## config.mk

```make
export PLATFORM = sky130hd
export DESIGN_NAME = nearest_upsample_2x_writer_core_flat
export DESIGN_NICKNAME = d
export VERILOG_FILES = /design/src/hdl/nu2x_pkg.sv /design/src/hdl/nu2x_if.sv /design/src/hdl/nu2x_ctrl.sv /design/src/hdl/nu2x_dp.sv /design/src/hdl/nearest_upsample_2x_writer_core.sv /design/src/flat_wrapper.sv
export SDC_FILE = /design/constraint.sdc
export NUM_CORES = 1
export LEC_CHECK = 0
export BUFFER_PORTS_ARGS = -buffer_cell sky130_fd_sc_hd__buf_2
export CORE_UTILIZATION = 60
export DETAILED_ROUTE_END_ITERATION = 16
export GPL_ROUTABILITY_DRIVEN = 1
export GPL_TIMING_DRIVEN = 0
export HOLD_SLACK_MARGIN = 0.08
export PLACE_DENSITY = 0.79
export SLEW_MARGIN = 25
export SYNTH_ARGS = -nofsm -noshare
export SYNTH_HDL_FRONTEND = slang
export SYNTH_SLANG_ARGS = --single-unit
```

## constraint.sdc

```tcl
create_clock -name clk -period 6.92 [get_ports clk]
set_clock_uncertainty 0.2 [all_clocks]
set_input_delay 1.384 -clock clk [delete_from_list [all_inputs] [get_ports clk]]
set_output_delay 1.384 -clock clk [all_outputs]
set_load 0.05 [all_outputs]
```

## src/hdl/nu2x_pkg.sv

```systemverilog
package nu2x_pkg;

  localparam int MAX_IN_DIM   = 64;
  localparam int MAX_CH_WORDS = 64;
  localparam int WORD_BITS    = 32;

  localparam int CFG_BITS     = 7;
  localparam int CFG_IDX_BITS = 2;
  localparam int CNT_BITS     = 6;
  localparam int ADDR_BITS    = 20;
  localparam int DIM2_BITS    = CFG_BITS + 1;
  localparam int PIX_BITS     = 14;
  localparam int STRIDE_BITS  = 14;
  localparam int COPY_BITS    = 2;

  localparam logic [CFG_BITS-1:0] DIM_LIMIT = CFG_BITS'(MAX_IN_DIM);
  localparam logic [CFG_BITS-1:0] CW_LIMIT  = CFG_BITS'(MAX_CH_WORDS);
  localparam logic [CFG_BITS-1:0] CFG_ONE   = CFG_BITS'(1);

  localparam logic [CFG_IDX_BITS-1:0] REG_IMG_HEIGHT    = 2'd0;
  localparam logic [CFG_IDX_BITS-1:0] REG_IMG_WIDTH     = 2'd1;
  localparam logic [CFG_IDX_BITS-1:0] REG_CHANNEL_WORDS = 2'd2;

  localparam logic [COPY_BITS-1:0] FIRST_COPY = 2'd0;
  localparam logic [COPY_BITS-1:0] LAST_COPY  = 2'd3;

  typedef enum logic [1:0] {
    ST_IDLE,
    ST_MUL,
    ST_BASE,
    ST_COPY
  } state_t;

  typedef struct packed {
    logic                 take;
    logic                 mul_en;
    logic                 base_en;
    logic                 load_out;
    logic [COPY_BITS-1:0] copy;
  } cmd_t;

  typedef struct packed {
    logic out_free;
  } sts_t;

  function automatic logic [CFG_BITS-1:0] clamp_dim(input logic [CFG_BITS-1:0] v,
                                                    input logic [CFG_BITS-1:0] maxv);
    logic [CFG_BITS-1:0] r;
    r = v;
    if (v == '0) begin
      r = CFG_ONE;
    end else if (v > maxv) begin
      r = maxv;
    end
    return r;
  endfunction

endpackage

```

## src/hdl/nu2x_if.sv

```systemverilog
interface nu2x_in_if;
  logic                           valid;
  logic                           ready;
  logic [nu2x_pkg::WORD_BITS-1:0] in_word;

  modport source (output valid, output in_word, input ready);
  modport sink (input valid, input in_word, output ready);
endinterface

interface nu2x_out_if;
  logic                           valid;
  logic                           ready;
  logic [nu2x_pkg::ADDR_BITS-1:0] out_addr;
  logic [nu2x_pkg::WORD_BITS-1:0] out_word;
  logic                           last_copy;
  logic                           frame_done;

  modport source (output valid, output out_addr, output out_word, output last_copy,
                  output frame_done, input ready);
  modport sink (input valid, input out_addr, input out_word, input last_copy,
                input frame_done, output ready);
endinterface

```

## src/hdl/nu2x_ctrl.sv

```systemverilog
module nu2x_ctrl (
  input  logic             clk,
  input  logic             rst,
  input  logic             in_valid,
  output logic             in_ready,
  input  nu2x_pkg::sts_t   sts,
  output nu2x_pkg::cmd_t   cmd
);

  nu2x_pkg::state_t                     state, state_next;
  logic [nu2x_pkg::COPY_BITS-1:0]       copy, copy_next;
  logic                                 take;

  always_ff @(posedge clk) begin
    if (rst) begin
      state <= nu2x_pkg::ST_IDLE;
      copy  <= nu2x_pkg::FIRST_COPY;
    end else begin
      state <= state_next;
      copy  <= copy_next;
    end
  end

  always_comb begin
    state_next   = state;
    copy_next    = copy;
    in_ready     = 1'b0;
    cmd.mul_en   = 1'b0;
    cmd.base_en  = 1'b0;
    cmd.load_out = 1'b0;
    cmd.copy     = copy;
    unique case (state)
      nu2x_pkg::ST_IDLE: begin
        in_ready = 1'b1;
      end
      nu2x_pkg::ST_MUL: begin
        cmd.mul_en = 1'b1;
        state_next = nu2x_pkg::ST_BASE;
      end
      nu2x_pkg::ST_BASE: begin
        cmd.base_en = 1'b1;
        copy_next   = nu2x_pkg::FIRST_COPY;
        state_next  = nu2x_pkg::ST_COPY;
      end
      nu2x_pkg::ST_COPY: begin
        cmd.load_out = sts.out_free;
        in_ready     = sts.out_free && (copy == nu2x_pkg::LAST_COPY);
      end
      default: begin
        state_next = nu2x_pkg::ST_IDLE;
      end
    endcase
    take     = in_ready && in_valid;
    cmd.take = take;
    if (state == nu2x_pkg::ST_COPY && sts.out_free) begin
      if (copy == nu2x_pkg::LAST_COPY) begin
        copy_next  = nu2x_pkg::FIRST_COPY;
        state_next = take ? nu2x_pkg::ST_MUL : nu2x_pkg::ST_IDLE;
      end else begin
        copy_next = copy + 1'b1;
      end
    end else if (state == nu2x_pkg::ST_IDLE && take) begin
      state_next = nu2x_pkg::ST_MUL;
    end
  end

endmodule

```

## src/hdl/nu2x_dp.sv

```systemverilog
module nu2x_dp (
  input  logic                                clk,
  input  logic                                rst,
  input  logic                                cfg_we,
  input  logic [nu2x_pkg::CFG_IDX_BITS-1:0]   cfg_index,
  input  logic [nu2x_pkg::CFG_BITS-1:0]       cfg_data,
  input  logic [nu2x_pkg::WORD_BITS-1:0]      in_word,
  input  nu2x_pkg::cmd_t                      cmd,
  output nu2x_pkg::sts_t                      sts,
  nu2x_out_if.source                          out_ch
);

  logic [nu2x_pkg::CFG_BITS-1:0]    img_height, img_width, channel_words;
  logic [nu2x_pkg::CFG_BITS-1:0]    lim_h, lim_w, lim_cw;
  logic [nu2x_pkg::CNT_BITS-1:0]    row_count, col_count, word_count;
  logic [nu2x_pkg::CFG_BITS-1:0]    word_inc, col_inc, row_inc;
  logic                             last_word, last_col, last_row;

  logic [nu2x_pkg::WORD_BITS-1:0]   cur_word;
  logic [nu2x_pkg::CNT_BITS-1:0]    cur_row, cur_col, cur_wc;
  logic [nu2x_pkg::CFG_BITS-1:0]    cur_cw;
  logic [nu2x_pkg::DIM2_BITS-1:0]   cur_w2;
  logic                             cur_last;

  logic [nu2x_pkg::PIX_BITS-1:0]    row_prod;
  logic [nu2x_pkg::STRIDE_BITS-1:0] row_stride;
  logic [nu2x_pkg::ADDR_BITS-1:0]   base;

  logic [14:0]                      row_prod_full, stride_full;
  logic [nu2x_pkg::PIX_BITS-1:0]    pix;
  logic [nu2x_pkg::PIX_BITS+nu2x_pkg::CFG_BITS-1:0] base_full;
  logic [nu2x_pkg::ADDR_BITS:0]     copy_addr;
  logic                             dy, dx;
  logic                             out_valid;

  always_ff @(posedge clk) begin
    if (rst) begin
      img_height    <= nu2x_pkg::CFG_ONE;
      img_width     <= nu2x_pkg::CFG_ONE;
      channel_words <= nu2x_pkg::CFG_ONE;
    end else if (cfg_we) begin
      case (cfg_index)
        nu2x_pkg::REG_IMG_HEIGHT:    img_height    <= cfg_data;
        nu2x_pkg::REG_IMG_WIDTH:     img_width     <= cfg_data;
        nu2x_pkg::REG_CHANNEL_WORDS: channel_words <= cfg_data;
        default: ;
      endcase
    end
  end

  assign lim_h  = nu2x_pkg::clamp_dim(img_height, nu2x_pkg::DIM_LIMIT);
  assign lim_w  = nu2x_pkg::clamp_dim(img_width, nu2x_pkg::DIM_LIMIT);
  assign lim_cw = nu2x_pkg::clamp_dim(channel_words, nu2x_pkg::CW_LIMIT);

  assign word_inc  = {1'b0, word_count} + 1'b1;
  assign col_inc   = {1'b0, col_count} + 1'b1;
  assign row_inc   = {1'b0, row_count} + 1'b1;
  assign last_word = word_inc >= lim_cw;
  assign last_col  = last_word && (col_inc >= lim_w);
  assign last_row  = last_col && (row_inc >= lim_h);

  always_ff @(posedge clk) begin
    if (rst) begin
      row_count  <= '0;
      col_count  <= '0;
      word_count <= '0;
    end else if (cmd.take) begin
      if (!last_word) begin
        word_count <= word_inc[nu2x_pkg::CNT_BITS-1:0];
      end else begin
        word_count <= '0;
        if (!last_col) begin
          col_count <= col_inc[nu2x_pkg::CNT_BITS-1:0];
        end else begin
          col_count <= '0;
          row_count <= last_row ? '0 : row_inc[nu2x_pkg::CNT_BITS-1:0];
        end
      end
    end
  end

  always_ff @(posedge clk) begin
    if (cmd.take) begin
      cur_word <= in_word;
      cur_row  <= row_count;
      cur_col  <= col_count;
      cur_wc   <= word_count;
      cur_cw   <= lim_cw;
      cur_w2   <= {lim_w, 1'b0};
      cur_last <= last_row;
    end
  end

  assign row_prod_full = {cur_row, 1'b0} * cur_w2;
  assign stride_full   = cur_w2 * cur_cw;

  always_ff @(posedge clk) begin
    if (cmd.mul_en) begin
      row_prod   <= row_prod_full[nu2x_pkg::PIX_BITS-1:0];
      row_stride <= stride_full[nu2x_pkg::STRIDE_BITS-1:0];
    end
  end

  assign pix       = row_prod + nu2x_pkg::PIX_BITS'({cur_col, 1'b0});
  assign base_full = pix * cur_cw
                     + (nu2x_pkg::PIX_BITS + nu2x_pkg::CFG_BITS)'(cur_wc);

  always_ff @(posedge clk) begin
    if (cmd.base_en) begin
      base <= base_full[nu2x_pkg::ADDR_BITS-1:0];
    end
  end

  assign dy        = cmd.copy[1];
  assign dx        = cmd.copy[0];
  assign copy_addr = {1'b0, base}
                     + (dx ? (nu2x_pkg::ADDR_BITS + 1)'(cur_cw) : '0)
                     + (dy ? (nu2x_pkg::ADDR_BITS + 1)'(row_stride) : '0);

  assign sts.out_free = !out_valid || out_ch.ready;

  always_ff @(posedge clk) begin
    if (rst) begin
      out_valid <= 1'b0;
    end else if (cmd.load_out) begin
      out_valid <= 1'b1;
    end else if (out_ch.ready) begin
      out_valid <= 1'b0;
    end
  end

  always_ff @(posedge clk) begin
    if (cmd.load_out) begin
      out_ch.out_addr   <= copy_addr[nu2x_pkg::ADDR_BITS-1:0];
      out_ch.out_word   <= cur_word;
      out_ch.last_copy  <= (cmd.copy == nu2x_pkg::LAST_COPY);
      out_ch.frame_done <= (cmd.copy == nu2x_pkg::LAST_COPY) && cur_last;
    end
  end

  assign out_ch.valid = out_valid;

endmodule

```

## src/hdl/nearest_upsample_2x_writer_core.sv

```systemverilog
// Order: a taken word is registered, then passes MUL and BASE before its first copy is
// loaded; the other three copies follow one a cycle while the output is taken.
// Flow: two multiply stages, then four copies through the single output register; the
// next word is accepted with the last copy.
// Reset: synchronous; clears counters and handshake state, registers return to 1.
module nearest_upsample_2x_writer_core (
  input  logic                              clk,
  input  logic                              rst,
  input  logic                              cfg_we,
  input  logic [nu2x_pkg::CFG_IDX_BITS-1:0] cfg_index,
  input  logic [nu2x_pkg::CFG_BITS-1:0]     cfg_data,
  nu2x_in_if.sink                           in_ch,
  nu2x_out_if.source                        out_ch
);

  nu2x_pkg::cmd_t cmd;
  nu2x_pkg::sts_t sts;
  logic           in_ready;

  assign in_ch.ready = in_ready;

  nu2x_ctrl u_ctrl (
    .clk      (clk),
    .rst      (rst),
    .in_valid (in_ch.valid),
    .in_ready (in_ready),
    .sts      (sts),
    .cmd      (cmd)
  );

  nu2x_dp u_dp (
    .clk       (clk),
    .rst       (rst),
    .cfg_we    (cfg_we),
    .cfg_index (cfg_index),
    .cfg_data  (cfg_data),
    .in_word   (in_ch.in_word),
    .cmd       (cmd),
    .sts       (sts),
    .out_ch    (out_ch)
  );

endmodule

```

## src/flat_wrapper.sv

```systemverilog
// flat-port wrapper written by rule: the top's interface ports become plain ports
module nearest_upsample_2x_writer_core_flat 
  (clk, rst, cfg_we, cfg_index, cfg_data, in_ch_valid, in_ch_in_word, in_ch_ready, out_ch_valid, out_ch_out_addr, out_ch_out_word, out_ch_last_copy, out_ch_frame_done, out_ch_ready);
  nu2x_in_if in_ch_i ();
  nu2x_out_if out_ch_i ();
  input  logic clk;
  input  logic rst;
  input  logic cfg_we;
  input  logic [nu2x_pkg::CFG_IDX_BITS-1:0] cfg_index;
  input  logic [nu2x_pkg::CFG_BITS-1:0] cfg_data;
  input wire logic [$bits(in_ch_i.valid)-1:0] in_ch_valid;
  input wire logic [$bits(in_ch_i.in_word)-1:0] in_ch_in_word;
  output wire logic [$bits(in_ch_i.ready)-1:0] in_ch_ready;
  output wire logic [$bits(out_ch_i.valid)-1:0] out_ch_valid;
  output wire logic [$bits(out_ch_i.out_addr)-1:0] out_ch_out_addr;
  output wire logic [$bits(out_ch_i.out_word)-1:0] out_ch_out_word;
  output wire logic [$bits(out_ch_i.last_copy)-1:0] out_ch_last_copy;
  output wire logic [$bits(out_ch_i.frame_done)-1:0] out_ch_frame_done;
  input wire logic [$bits(out_ch_i.ready)-1:0] out_ch_ready;
  assign in_ch_i.valid = in_ch_valid;
  assign in_ch_i.in_word = in_ch_in_word;
  assign in_ch_ready = in_ch_i.ready;
  assign out_ch_valid = out_ch_i.valid;
  assign out_ch_out_addr = out_ch_i.out_addr;
  assign out_ch_out_word = out_ch_i.out_word;
  assign out_ch_last_copy = out_ch_i.last_copy;
  assign out_ch_frame_done = out_ch_i.frame_done;
  assign out_ch_i.ready = out_ch_ready;
  nearest_upsample_2x_writer_core u_core (.clk(clk), .rst(rst), .cfg_we(cfg_we), .cfg_index(cfg_index), .cfg_data(cfg_data), .in_ch(in_ch_i), .out_ch(out_ch_i));
endmodule
```

# == Yosys cells after proc, flatten, opt, wreduce, memory -nomap -nowiden ==
# Index checks and enable logic that the tools add are counted.
# totals
ff_bits,210
in_bits,46
output_inout_bits,56
word_cells,92
# classes
n_addsub,8
mul,3
order_cmp,6
n_eq_ne,6
n_mux,25
n_reduce_logical,21
# ops
op,n
$mux 7,7
$add 6x1->7 const B,3
$ge 7x7->1,3
$gt 7x7->1 const B,3
$logic_not 7->1,3
$add 20x14->20,1
$add 20x6->20,1
$add 20x7->20,1
$mul 14x7->20,1
$mux 6,3
$add 14x7->14,1
$mux 14,1
$mul 7x7->13,1
$mul 6x7->12,1
$mux 2,6
$eq 2x2->1 const B,4
$reduce_and 2->1,4
$logic_and 1x1->1,7
$mux 1,6
$eq 2x1->1 const B,2
$logic_not 2->1,2
$pmux 2 s2,1
$reduce_bool 2->1,2
$reduce_and 3->1,1
4 further kinds,4

# == Logic depth before layout (Yosys ltp) ==
# Gate-level depths: netlist (run 1).
# logic_depth
word_depth,8
mapped_depth,21
mapped_depth_nobuf,21

# == Modules after synthesis ==
# A second synthesis (run 1) with hierarchy kept.
# unflattened
cells_unflattened,1357
area_unflattened_um2,14846.7
# modules_own_cells
module,instances,cells_each,area_per_inst_um2
nu2x_dp,1,1323,14545.2
nu2x_ctrl,1,34,301.5

# == Least setup slack after synthesis (run 1) ==
# OpenSTA, ideal clock, no wires.
# synth_path
path_type,register -> register
start,register u_core.u_dp.cur_col[1] in the netlist's numbering
end,register u_core.u_dp.base[18] in the netlist's numbering (data pin)
setup_time_ns,0.268
arrival_time_ns,5.523
slack_ns,0.929
stages_incl_launch_ff,22
synth_period_minus_slack_ns,5.991
path_cell_list,edfxtp_1 ha_1 fa_1 a21o_1 a21o_1 a21oi_1 nor2b_1 xnor2_1 nor2b_1 fa_1 fa_1 fa_1 inv_1 fa_1 inv_1 ha_1 o21ai_0 nand2b_1 nor2b_1 or3b_1 nand2_1 o311ai_1
# synth_via
elab_chain_len,3
# synth_rtl
item,line,rtl
start: declaration,nu2x_dp.sv:20,"logic [nu2x_pkg::CNT_BITS-1:0] cur_row, cur_col, cur_wc;"
start signal: assignment,nu2x_dp.sv:86,cur_col <= col_count;
$add 14x7->14,nu2x_dp.sv:104,"assign pix = row_prod + nu2x_pkg::PIX_BITS'({cur_col, 1'b0});"
$mul 14x7->20,nu2x_dp.sv:105,assign base_full = pix * cur_cw
$add 20x6->20,nu2x_dp.sv:106,+ (nu2x_pkg::PIX_BITS + nu2x_pkg::CFG_BITS)'(cur_wc);
via u_core.u_dp.base_full (one bit),nu2x_dp.sv:31,logic [nu2x_pkg::PIX_BITS+nu2x_pkg::CFG_BITS-1:0] base_full;
end signal: assignment,nu2x_dp.sv:110,base <= base_full[nu2x_pkg::ADDR_BITS-1:0];
end: declaration,nu2x_dp.sv:27,logic [nu2x_pkg::ADDR_BITS-1:0] base;
# The timed path passes the listed nets, and every way through them passes these cells.
# A chain may end at the register's enable or synchronous reset.

# == Worst setup path in the final report (run 1) ==
# Ends and elaborated chain as after synthesis.

==> flow_metrics.tcl, run 1 <==
set metrics [dict create \
    status "finished, final reports clean" \
    finalCriticalPeriod_ns 6.51 \
    antenna_found_initial 0 \
    post_synth_inst_count 1369 \
    synth-main-ff-cell "edfxtp_1" \
    synth_area_um2 14900 \
    cp.required_ns 6.96 \
    synth_top_area_share 0.332 \
    syn_to_final_growth_pct 11.5 \
    synth_area_leader_cell "edfxtp_1" \
    worstSetupPathType "reg -> reg" \
    dieArea_um2 25400 \
    start_kind "flip-flop" \
    synth_async_sr_flop_share 0 \
    tightestPinTransition_ns 0.710 \
    top_layer "met4" \
    grt_pass1_wl_mm 49.2 \
    wl_met1_mm 12.3 \
    avgSynthCellArea_um2 10.8 \
    num_antenna_cells 0 \
    clk_pin_slew_worst_paths_ns 0.06 \
    place_ws_ns 0.332 \
    syn_nets 1677 \
    nFillCells 1773 \
    fin_cells 1835 \
    drtIter0Drc 662 \
    drv_slew 0 \
    start_util 0.611 \
    routed_wl_mm 30.1 \
    synth_seq_cells 208 \
    ant_nets 0 \
    vias_per_cell 5.52 \
    crit_arrival_ns 6.55 \
    setup_ws_ns 0.407 \
    ys_warn_count 0 \
    synth-edff-count 164 \
    placed_cells 1795 \
    grt.overflow.total 0 \
    rsz0062_at_grt "no" \
    cts_tree "done" \
    wl_met2_mm 15.5 \
    nets 1803 \
    synth_area_leaders "edfxtp_1 (33%), fa_1 (15%), ha_1 (13%), dfxtp_1 (5.9%), inv_1 (4.2%)" \
    min_path_type "reg -> reg" \
    yosysMostFrequentCell "inv_1" \
    clock_latency_ns 0.50 \
    setup_tns_ns 0 \
    dr.pass1.iters 8 \
    hold_viol_final 0 \
    seq_area_frac_synth 0.391 \
    ios 102 \
    io_buffers 101 \
    clock_sinks 208 \
    grt_pass1_vias 10400 \
    coreArea_um2 24300 \
    dr_total_vias 10100 \
    dieWidth_um 159 \
    fmax_mhz 154 \
    rows 57 \
    crit_path_end_kind "flip-flop" \
    synth_commonest_cells "inv_1 (166), edfxtp_1 (164), ha_1 (153)" \
    post_route_cells_drive_above_1_share 0.102 \
    drc 0 \
    grt_max_degree 57 \
    wl_met3_mm 1.47 \
    routedWlPerCell_um 16.4 \
    clockBufferDepth 3 \
    final-setup-viol-count 0 \
    cp_max_fo 7 \
    die_height_um 159 \
    ctsHoldBuffers 0 \
    gp_congestion 0.905 \
    hpwl_mm 23.1 \
    slew_headroom 0.523 \
    cts_setup_buffers 0 \
    min_period_over_period 0.941 \
    grt_usage 0.240 \
    cts_buffers 22 \
    cts_root_buf "clkbuf_16" \
    synth.distinct_cells 59 \
    htreeDepth 1 \
    cap_violations 0 \
]
## placed cells by master (no fill, tap or decap), types with 17 or more instances in the layout
master / synthesis / layout
a21oi_1: 52 / 52
clkbuf_1: 32 / 36
nor2_1: 70 / 70
nand3_1: 17 / 17
buf_2: 3 / 103
fa_1: 109 / 109
inv_1: 166 / 165
xnor2_1: 52 / 50
clkbuf_16: 0 / 24
nor2b_1: 50 / 50
and2_1: 94 / 94
dfxtp_1: 44 / 44
xor2_1: 28 / 28
edfxtp_1: 164 / 164
nand2_1: 130 / 130
mux2i_1: 20 / 20
nand2b_1: 20 / 20
a21o_1: 21 / 21
o21ai_0: 22 / 22
ha_1: 153 / 151
## cell type report
cell class	count	area, um2	area share
tap	324	405	0.0245
clock buffer	32	671	0.0405
inverter	166	626	0.0378
multi-input combinational	955	8280	0.500
clock inverter	8	75.1	0.00453
sequential	208	5810	0.351
timing repair buffer	102	533	0.0322
buffer	40	164	0.00990
## cells by family (layout without fill, tap and decap cells)
group | Yosys count | count (layout) | synth area share
AO/OA/AOI/OAI | 161 | 161 | 0.0721
XOR/XNOR | 80 | 80 | 0.0472
adder cells (fa/ha/maj) | 262 | 262 | 0.276
AND/OR/NAND/NOR | 432 | 432 | 0.148
flip-flops | 208 | 208 | 0.391
multiplexers | 20 | 20 | 0.0135
buffers and inverters | 206 | 348 | 0.0528
## critical path, cell delays in order (launching register included)
cell and delay [ns]:
edfxtp_1 0.39, ha_1 0.28, fa_1 0.47, a21o_1 0.20
a21o_1 0.19, a21oi_1 0.24, nor2_1 0.09, xnor2_1 0.55
nor2b_1 0.15, fa_1 0.55, fa_1 0.44, fa_1 0.54
inv_1 0.05, fa_1 0.52, inv_1 0.04, ha_1 0.36
o21ai_0 0.11, nand2b_1 0.09, nor2b_1 0.15, or3b_1 0.40
nand2_1 0.12, o311ai_1 0.11
## layer usage
metal / track usage / vias to the layer above
li1: - / 4847
met1: 0.292 / 4895
met2: 0.437 / 323
met3: 0.0307 / 65
met4: 0.0883 / 0
met5: 0 / -
## sequential cells by signal, indices dropped and copies added (netlist names)
signal,count
u_core.u_dp.cur_cw,7
u_core.u_dp.img_height,7
u_core.u_dp.out_ch.last_copy,1
u_core.u_dp.cur_w2,7
u_core.u_dp.row_count,6
u_core.u_dp.cur_col,6
u_core.u_ctrl.state,2
u_core.u_dp.img_width,7
u_core.u_ctrl.copy,2
u_core.u_dp.base,20
u_core.u_dp.col_count,6
u_core.u_dp.out_ch.out_word,32
u_core.u_dp.out_ch.frame_done,1
u_core.u_dp.cur_row,6
u_core.u_dp.out_ch.valid,1
u_core.u_dp.cur_word,32
u_core.u_dp.cur_last,1
u_core.u_dp.channel_words,7
u_core.u_dp.row_prod,12
u_core.u_dp.cur_wc,6
u_core.u_dp.out_ch.out_addr,20
u_core.u_dp.row_stride,13
u_core.u_dp.word_count,6
## stage by stage
step                utilization  hold slack [ns]  area, um2
finish                    0.681            0.208      16600
detailed placement        0.650            0.205      15800
CTS                       0.680            0.212      16500
global placement          0.648            0.200      15800
floorplan                     -            0.200      14900
global route              0.681            0.221      16600
## worst paths after layout
check                           startpoint                         endpoint  slack [ns]  cells past startpoint
hold reg to reg   u_core.u_dp.cur_word[20]  u_core.u_dp.out_ch.out_word[20]        0.21                      0
setup reg to reg    u_core.u_dp.cur_col[1]             u_core.u_dp.base[18]        0.41                     21
hold / removal    u_core.u_dp.cur_word[20]  u_core.u_dp.out_ch.out_word[20]        0.21                      0
setup / recovery    u_core.u_dp.cur_col[1]             u_core.u_dp.base[18]        0.41                     21
## what timing repair did
action | 4_1_cts | 5_1_grt
setup endpoints to repair | 0 | 3
gates resized for setup | 0 | 2
hold endpoints to repair | 0 | 0
Power of run 1 is not shown: default switching activity piles up to over one toggle a cycle in this logic, so the estimate is an artifact.
==> run 2: changes to the inputs <==
--- a/config.mk
+++ b/config.mk
@@ -6,6 +6,7 @@
 export NUM_CORES = 1
 export LEC_CHECK = 0
 export BUFFER_PORTS_ARGS = -buffer_cell sky130_fd_sc_hd__buf_2
+export CORE_MARGIN = 4
 export CORE_UTILIZATION = 60
 export DETAILED_ROUTE_END_ITERATION = 16
 export GPL_ROUTABILITY_DRIVEN = 1
==> constraint.sdc (replaced) <==
create_clock -name clk -period 6.92 [get_ports clk]
set_clock_uncertainty 0.2 [all_clocks]
set_input_delay 0.692 -clock clk [delete_from_list [all_inputs] [get_ports clk]]
set_output_delay 0.692 -clock clk [all_outputs]
set_load 0.05 [all_outputs]
==> flow_metrics.tcl, run 2 (same netlist as run 1, synthesis figures left out) <==
set metrics [dict create \
    cp_cell_sequence "ha_1 -> fa_1 -> a21o_1 -> a21o_1 -> a21oi_1 -> nor2b_1 -> xnor2_2 -> buf_4 -> nor2b_1 -> fa_1 -> fa_1 -> fa_1 -> inv_1 -> fa_1 -> inv_1 -> ha_1 -> a22o_1 -> o31a_1 -> a21oi_1 -> nand2_1 -> o311ai_1" \
    cts_tree "done" \
    vias_per_cell 5.49 \
    max_stage_delay_ns 0.54 \
    num_antenna_cells 0 \
    tightestPinTransition_ns 0.721 \
    drtIter0Drc 704 \
    setup_tns_ns 0 \
    coreArea_um2 24300 \
    ios 102 \
    routedWlPerCell_um 16.3 \
    grt_usage 0.226 \
    final-setup-viol-count 0 \
    status "finished, final reports clean" \
    grt.overflow.total 0 \
    cap_violations 0 \
    grt_pass1_wl_mm 49.8 \
    gp_congestion 0.895 \
    nets 1805 \
    cp.required_ns 7.02 \
    cts_root_buf "clkbuf_16" \
    path_buf_inv 3 \
    start_kind "flip-flop" \
    dr.pass1.iters 5 \
    clk_pin_slew_worst_paths_ns 0.06 \
    crit_path_frequent_cell "fa_1" \
    hpwl_mm 23.3 \
    crit_path_end_kind "flip-flop" \
    slew_headroom 0.519 \
    rsz0062_at_grt "no" \
    die_height_um 165 \
    fin_cells 1837 \
    antenna_found_initial 0 \
    rows 57 \
    dr_total_vias 10100 \
    dieWidth_um 165 \
    worstSetupPathType "reg -> reg" \
    min_period_over_period 0.933 \
    hold_viol_final 0 \
    start_util 0.611 \
    crit_arrival_ns 6.55 \
    post_route_cells_drive_above_1_share 0.102 \
    io_buffers 101 \
    drc 0 \
    clock_sinks 208 \
    fmax_mhz 155 \
    top_regs "u_core.u_dp.cur_word: 32 flops, u_core.u_dp.out_ch.out_word: 32 flops" \
    finalCriticalPeriod_ns 6.45 \
    cts_buffers 22 \
    clockBufferDepth 3 \
    min_path_type "in -> reg" \
    routed_wl_mm 30.0 \
    grt_pass1_vias 10300 \
    placed_cells 1795 \
    dieArea_um2 27300 \
    critPathTopFamily "adder cells" \
    cp_max_fo 6 \
    ctsHoldBuffers 0 \
    grt_max_degree 57 \
    rrSetupSlack_ns 0.47 \
    final_common_cell "inv_1" \
    htreeDepth 1 \
    syn_to_final_growth_pct 11.4 \
    drv_slew 0 \
    ant_nets 0 \
    final_cell_mix "inv_1 (165), edfxtp_1 (164), ha_1 (151)" \
    crit_slowest_cell "fa_1" \
    clock_latency_ns 0.51 \
]
run 2: changes by cell type in the layout (fill, tap and decap cells not counted), sizes merged:
cell,change
clkinvlp,-1
buf,+2
clkbuf,-1
bufinv,+1
clkinv,+1
run 2: area by class of cell:
class	instances	area (um2)
multi-input cells	955	8290
fillers	1747	7770
flip-flops and latches	208	5810
inverters	166	626
clock buffers	31	616
repair buffers	104	541
well taps	324	405
plain buffers	40	164
clock inverters	9	103
run 2: per-layer routing:
| metal | global-route usage | routed length [um] |
|---|---|---|
| met3 | 0.0300 | 1350 |
| met4 | 0.0765 | 984 |
| met2 | 0.396 | 15100 |
| met1 | 0.292 | 12600 |
| met5 | 0 | 0 |
run 2: metrics by stage:
step / util / cell area [um2] / hold WS, ns / setup slack, ns
finish: 0.680 / 16500 / 0.160 / 0.465
global route: 0.680 / 16500 / 0.142 / 0.0234
CTS: 0.679 / 16500 / 0.142 / 0.239
detailed placement: 0.649 / 15800 / 0.205 / 0.233
global placement: 0.648 / 15800 / 0.200 / 0.389
floorplan: - / 14900 / 0.200 / 0.929
run 2: what timing repair did:
action | in CTS | in global routing
resized for setup | 0 | 3
setup endpoints to repair | 0 | 4
setup buffers | 0 | 2
run 2: final timing paths:
check                                              start                              end  depth (start not counted)
worst max-delay path              u_core.u_dp.cur_col[1]             u_core.u_dp.base[18]                         21
worst min-delay path                   in_ch_in_word[10]         u_core.u_dp.cur_word[10]                          1
worst max register to register    u_core.u_dp.cur_col[1]             u_core.u_dp.base[18]                         21
worst min register to register  u_core.u_dp.cur_word[23]  u_core.u_dp.out_ch.out_word[23]                          0
Power of run 2 is left out for the same reason.
==> run 3: changes to the inputs <==
--- a/config.mk
+++ b/config.mk
@@ -6,7 +6,7 @@
 export NUM_CORES = 1
 export LEC_CHECK = 0
 export BUFFER_PORTS_ARGS = -buffer_cell sky130_fd_sc_hd__buf_2
-export CORE_MARGIN = 4
+export CORE_MARGIN = 3
 export CORE_UTILIZATION = 60
 export DETAILED_ROUTE_END_ITERATION = 16
 export GPL_ROUTABILITY_DRIVEN = 1
@@ -16,4 +16,5 @@
 export SLEW_MARGIN = 25
 export SYNTH_ARGS = -nofsm -noshare
 export SYNTH_HDL_FRONTEND = slang
+export SYNTH_HIERARCHICAL = 1
 export SYNTH_SLANG_ARGS = --single-unit
==> flow_metrics.tcl, run 3 <==
set metrics [dict create \
    synth_area_leaders "edfxtp_1 (33%), fa_1 (15%), ha_1 (13%), dfxtp_1 (5.9%), and2_1 (4.1%)" \
    drv_slew 0 \
    synth_top_area_share 0.332 \
    synth-edff-count 164 \
    gp_congestion 0.908 \
    cts_buffers 23 \
    grt.overflow.total 0 \
    max_stage_delay_ns 0.55 \
    cp.required_ns 6.98 \
    crit_path_frequent_cell "fa_1" \
    synth_commonest_cells "edfxtp_1 (164), inv_1 (161), ha_1 (153)" \
    synth-xor-area-share 0.0419 \
    final-setup-viol-count 0 \
    crit_arrival_ns 6.68 \
    whs_ns 0.151 \
    num_antenna_cells 0 \
    crit_slowest_cell "fa_1" \
    min_period_over_period 0.956 \
    nets 1794 \
    coreArea_um2 23900 \
    drc 0 \
    critPathTopFamily "adder cells" \
    dieArea_um2 26700 \
    cp_max_fo 7 \
    vias_per_cell 5.54 \
    final_cell_mix "edfxtp_1 (164), inv_1 (161), ha_1 (151)" \
    seq_area_frac_synth 0.391 \
    status "finished, final reports clean" \
    min_path_type "in -> reg" \
    crit_cells 22 \
    path_buf_inv 3 \
    synth_compound_area_frac 0.0812 \
    start_util 0.621 \
    ys_warn_count 6 \
    post_route_cells_drive_above_1_share 0.106 \
    dieWidth_um 163 \
    syn_to_final_growth_pct 11.7 \
    grt_pass1_vias 10400 \
    routed_wl_mm 30.3 \
    clk_pin_slew_worst_paths_ns 0.06 \
    post_synth_inst_count 1357 \
    dr_total_vias 10100 \
    grt_pass1_wl_mm 49.3 \
    hold_path_depth 1 \
    tightestPinTransition_ns 0.861 \
    design_area_um2 16600 \
    synth-simple-area-share 0.146 \
    setup_tns_ns 0 \
    start_kind "flip-flop" \
    synth.distinct_cells 64 \
    hpwl_mm 23.4 \
    clock_sinks 208 \
    synthMuxAreaShare 0.0135 \
    synth_async_sr_flop_share 0 \
    clockBufferDepth 3 \
    synth-adder-area-share 0.276 \
    cap_violations 0 \
    dr.pass1.iters 5 \
    yosysMostFrequentCell "edfxtp_1" \
    rows 56 \
    syn_nets 1665 \
    ff2ff_path_depth 22 \
    avgSynthCellArea_um2 10.9 \
    synth_area_um2 14800 \
    cts_tree "done" \
    ios 102 \
    crit_path_end_kind "flip-flop" \
    routedWlPerCell_um 16.6 \
    synth-main-ff-cell "edfxtp_1" \
    synth_top_family_by_area "adder cells" \
    synth_area_leader_cell "edfxtp_1" \
    final_common_cell "edfxtp_1" \
    grt_usage 0.228 \
    cts_root_buf "clkbuf_16" \
    drtIter0Drc 695 \
    fmax_mhz 151 \
    slew_headroom 0.426 \
    io_buffers 101 \
    finalCriticalPeriod_ns 6.62 \
    hold_viol_final 0 \
    worstSetupPathType "reg -> reg" \
    cp_cell_sequence "ha_1 -> inv_1 -> fa_1 -> nor2b_1 -> o21ai_0 -> a21boi_2 -> o211ai_1 -> xor2_2 -> nor2b_1 -> fa_1 -> fa_1 -> fa_1 -> inv_1 -> fa_1 -> inv_1 -> ha_1 -> nand2_1 -> a2111oi_1 -> a21oi_1 -> a221oi_2 -> nor4_1 -> a311o_1" \
    clock_latency_ns 0.51 \
    die_height_um 163 \
    synth_seq_cells 208 \
    ant_nets 0 \
    grt_max_degree 73 \
    htreeDepth 1 \
    antenna_found_initial 2 \
    top_regs "u_core/u_dp/cur_word: 32 flops, u_core/u_dp/out_ch.out_word: 32 flops" \
    dpl-instance-area_um2 15800 \
]
run 3: changes by cell type in the layout (fill, tap and decap cells not counted), sizes merged, moves of 7 or more:
cell | previous run | this run
nand2 | 130 | 106
a21oi | 53 | 61
nor2b | 50 | 57
xor2 | 28 | 21
run 3: worst paths after layout:
check	from	end	slack, ns
worst max-delay path	u_core/u_dp/cur_col[1]	u_core/u_dp/base[18]	0.30
worst min-delay path	in_ch_in_word[16]	u_core/u_dp/cur_word[16]	0.15
worst max register to register	u_core/u_dp/cur_col[1]	u_core/u_dp/base[18]	0.30
worst min register to register	u_core/u_dp/cur_word[14]	u_core/u_dp/out_ch.out_word[14]	0.21
run 3: stage by stage:
step,setup WS [ns],util,instances
detailed placement,0.00994,0.659,1777
CTS,0.0173,0.692,1819
floorplan,0.722,-,1357
finish,0.301,0.694,1822
global placement,0.0861,0.659,1777
global route,-0.0206,0.694,1822
run 3: cells by family (layout without fill, tap and decap cells):
family                     after synthesis  after routing
and+or+nand+nor                        418            418
xor gates and xnor gates                71             71
muxes                                   20             20
AOI/OAI and AO/OA                      180            180
buffers and inverters                  198            344
DFF                                    208            208
adders and majority gates              262            262
run 3: layer usage:
metal	GRT usage	up-vias	routed length [um]
met5	0	-	0
met4	0.0811	0	1020
met3	0.0337	67	1340
met2	0.406	276	15200
met1	0.284	4911	12700
li1	-	4847	-
run 3: timing repair:
item / CTS / global route
hold buffers: 0 / 0
pin swaps: 0 / 4
resized for setup: 2 / 6
buffers inserted: 0 / 3
endpoints found under the setup margin: 1 / 4
cloned: 0 / 0
run 3: area by class of cell:
type	instances	area [um2]
plain buffers	37	151
inverters	161	604
repair buffers	104	528
flip-flops and latches	208	5810
clock buffers	30	632
fillers	1745	7320
clock inverters	12	124
multi-input cells	951	8330
well taps	319	399
Power of run 3 is left out for the same reason.
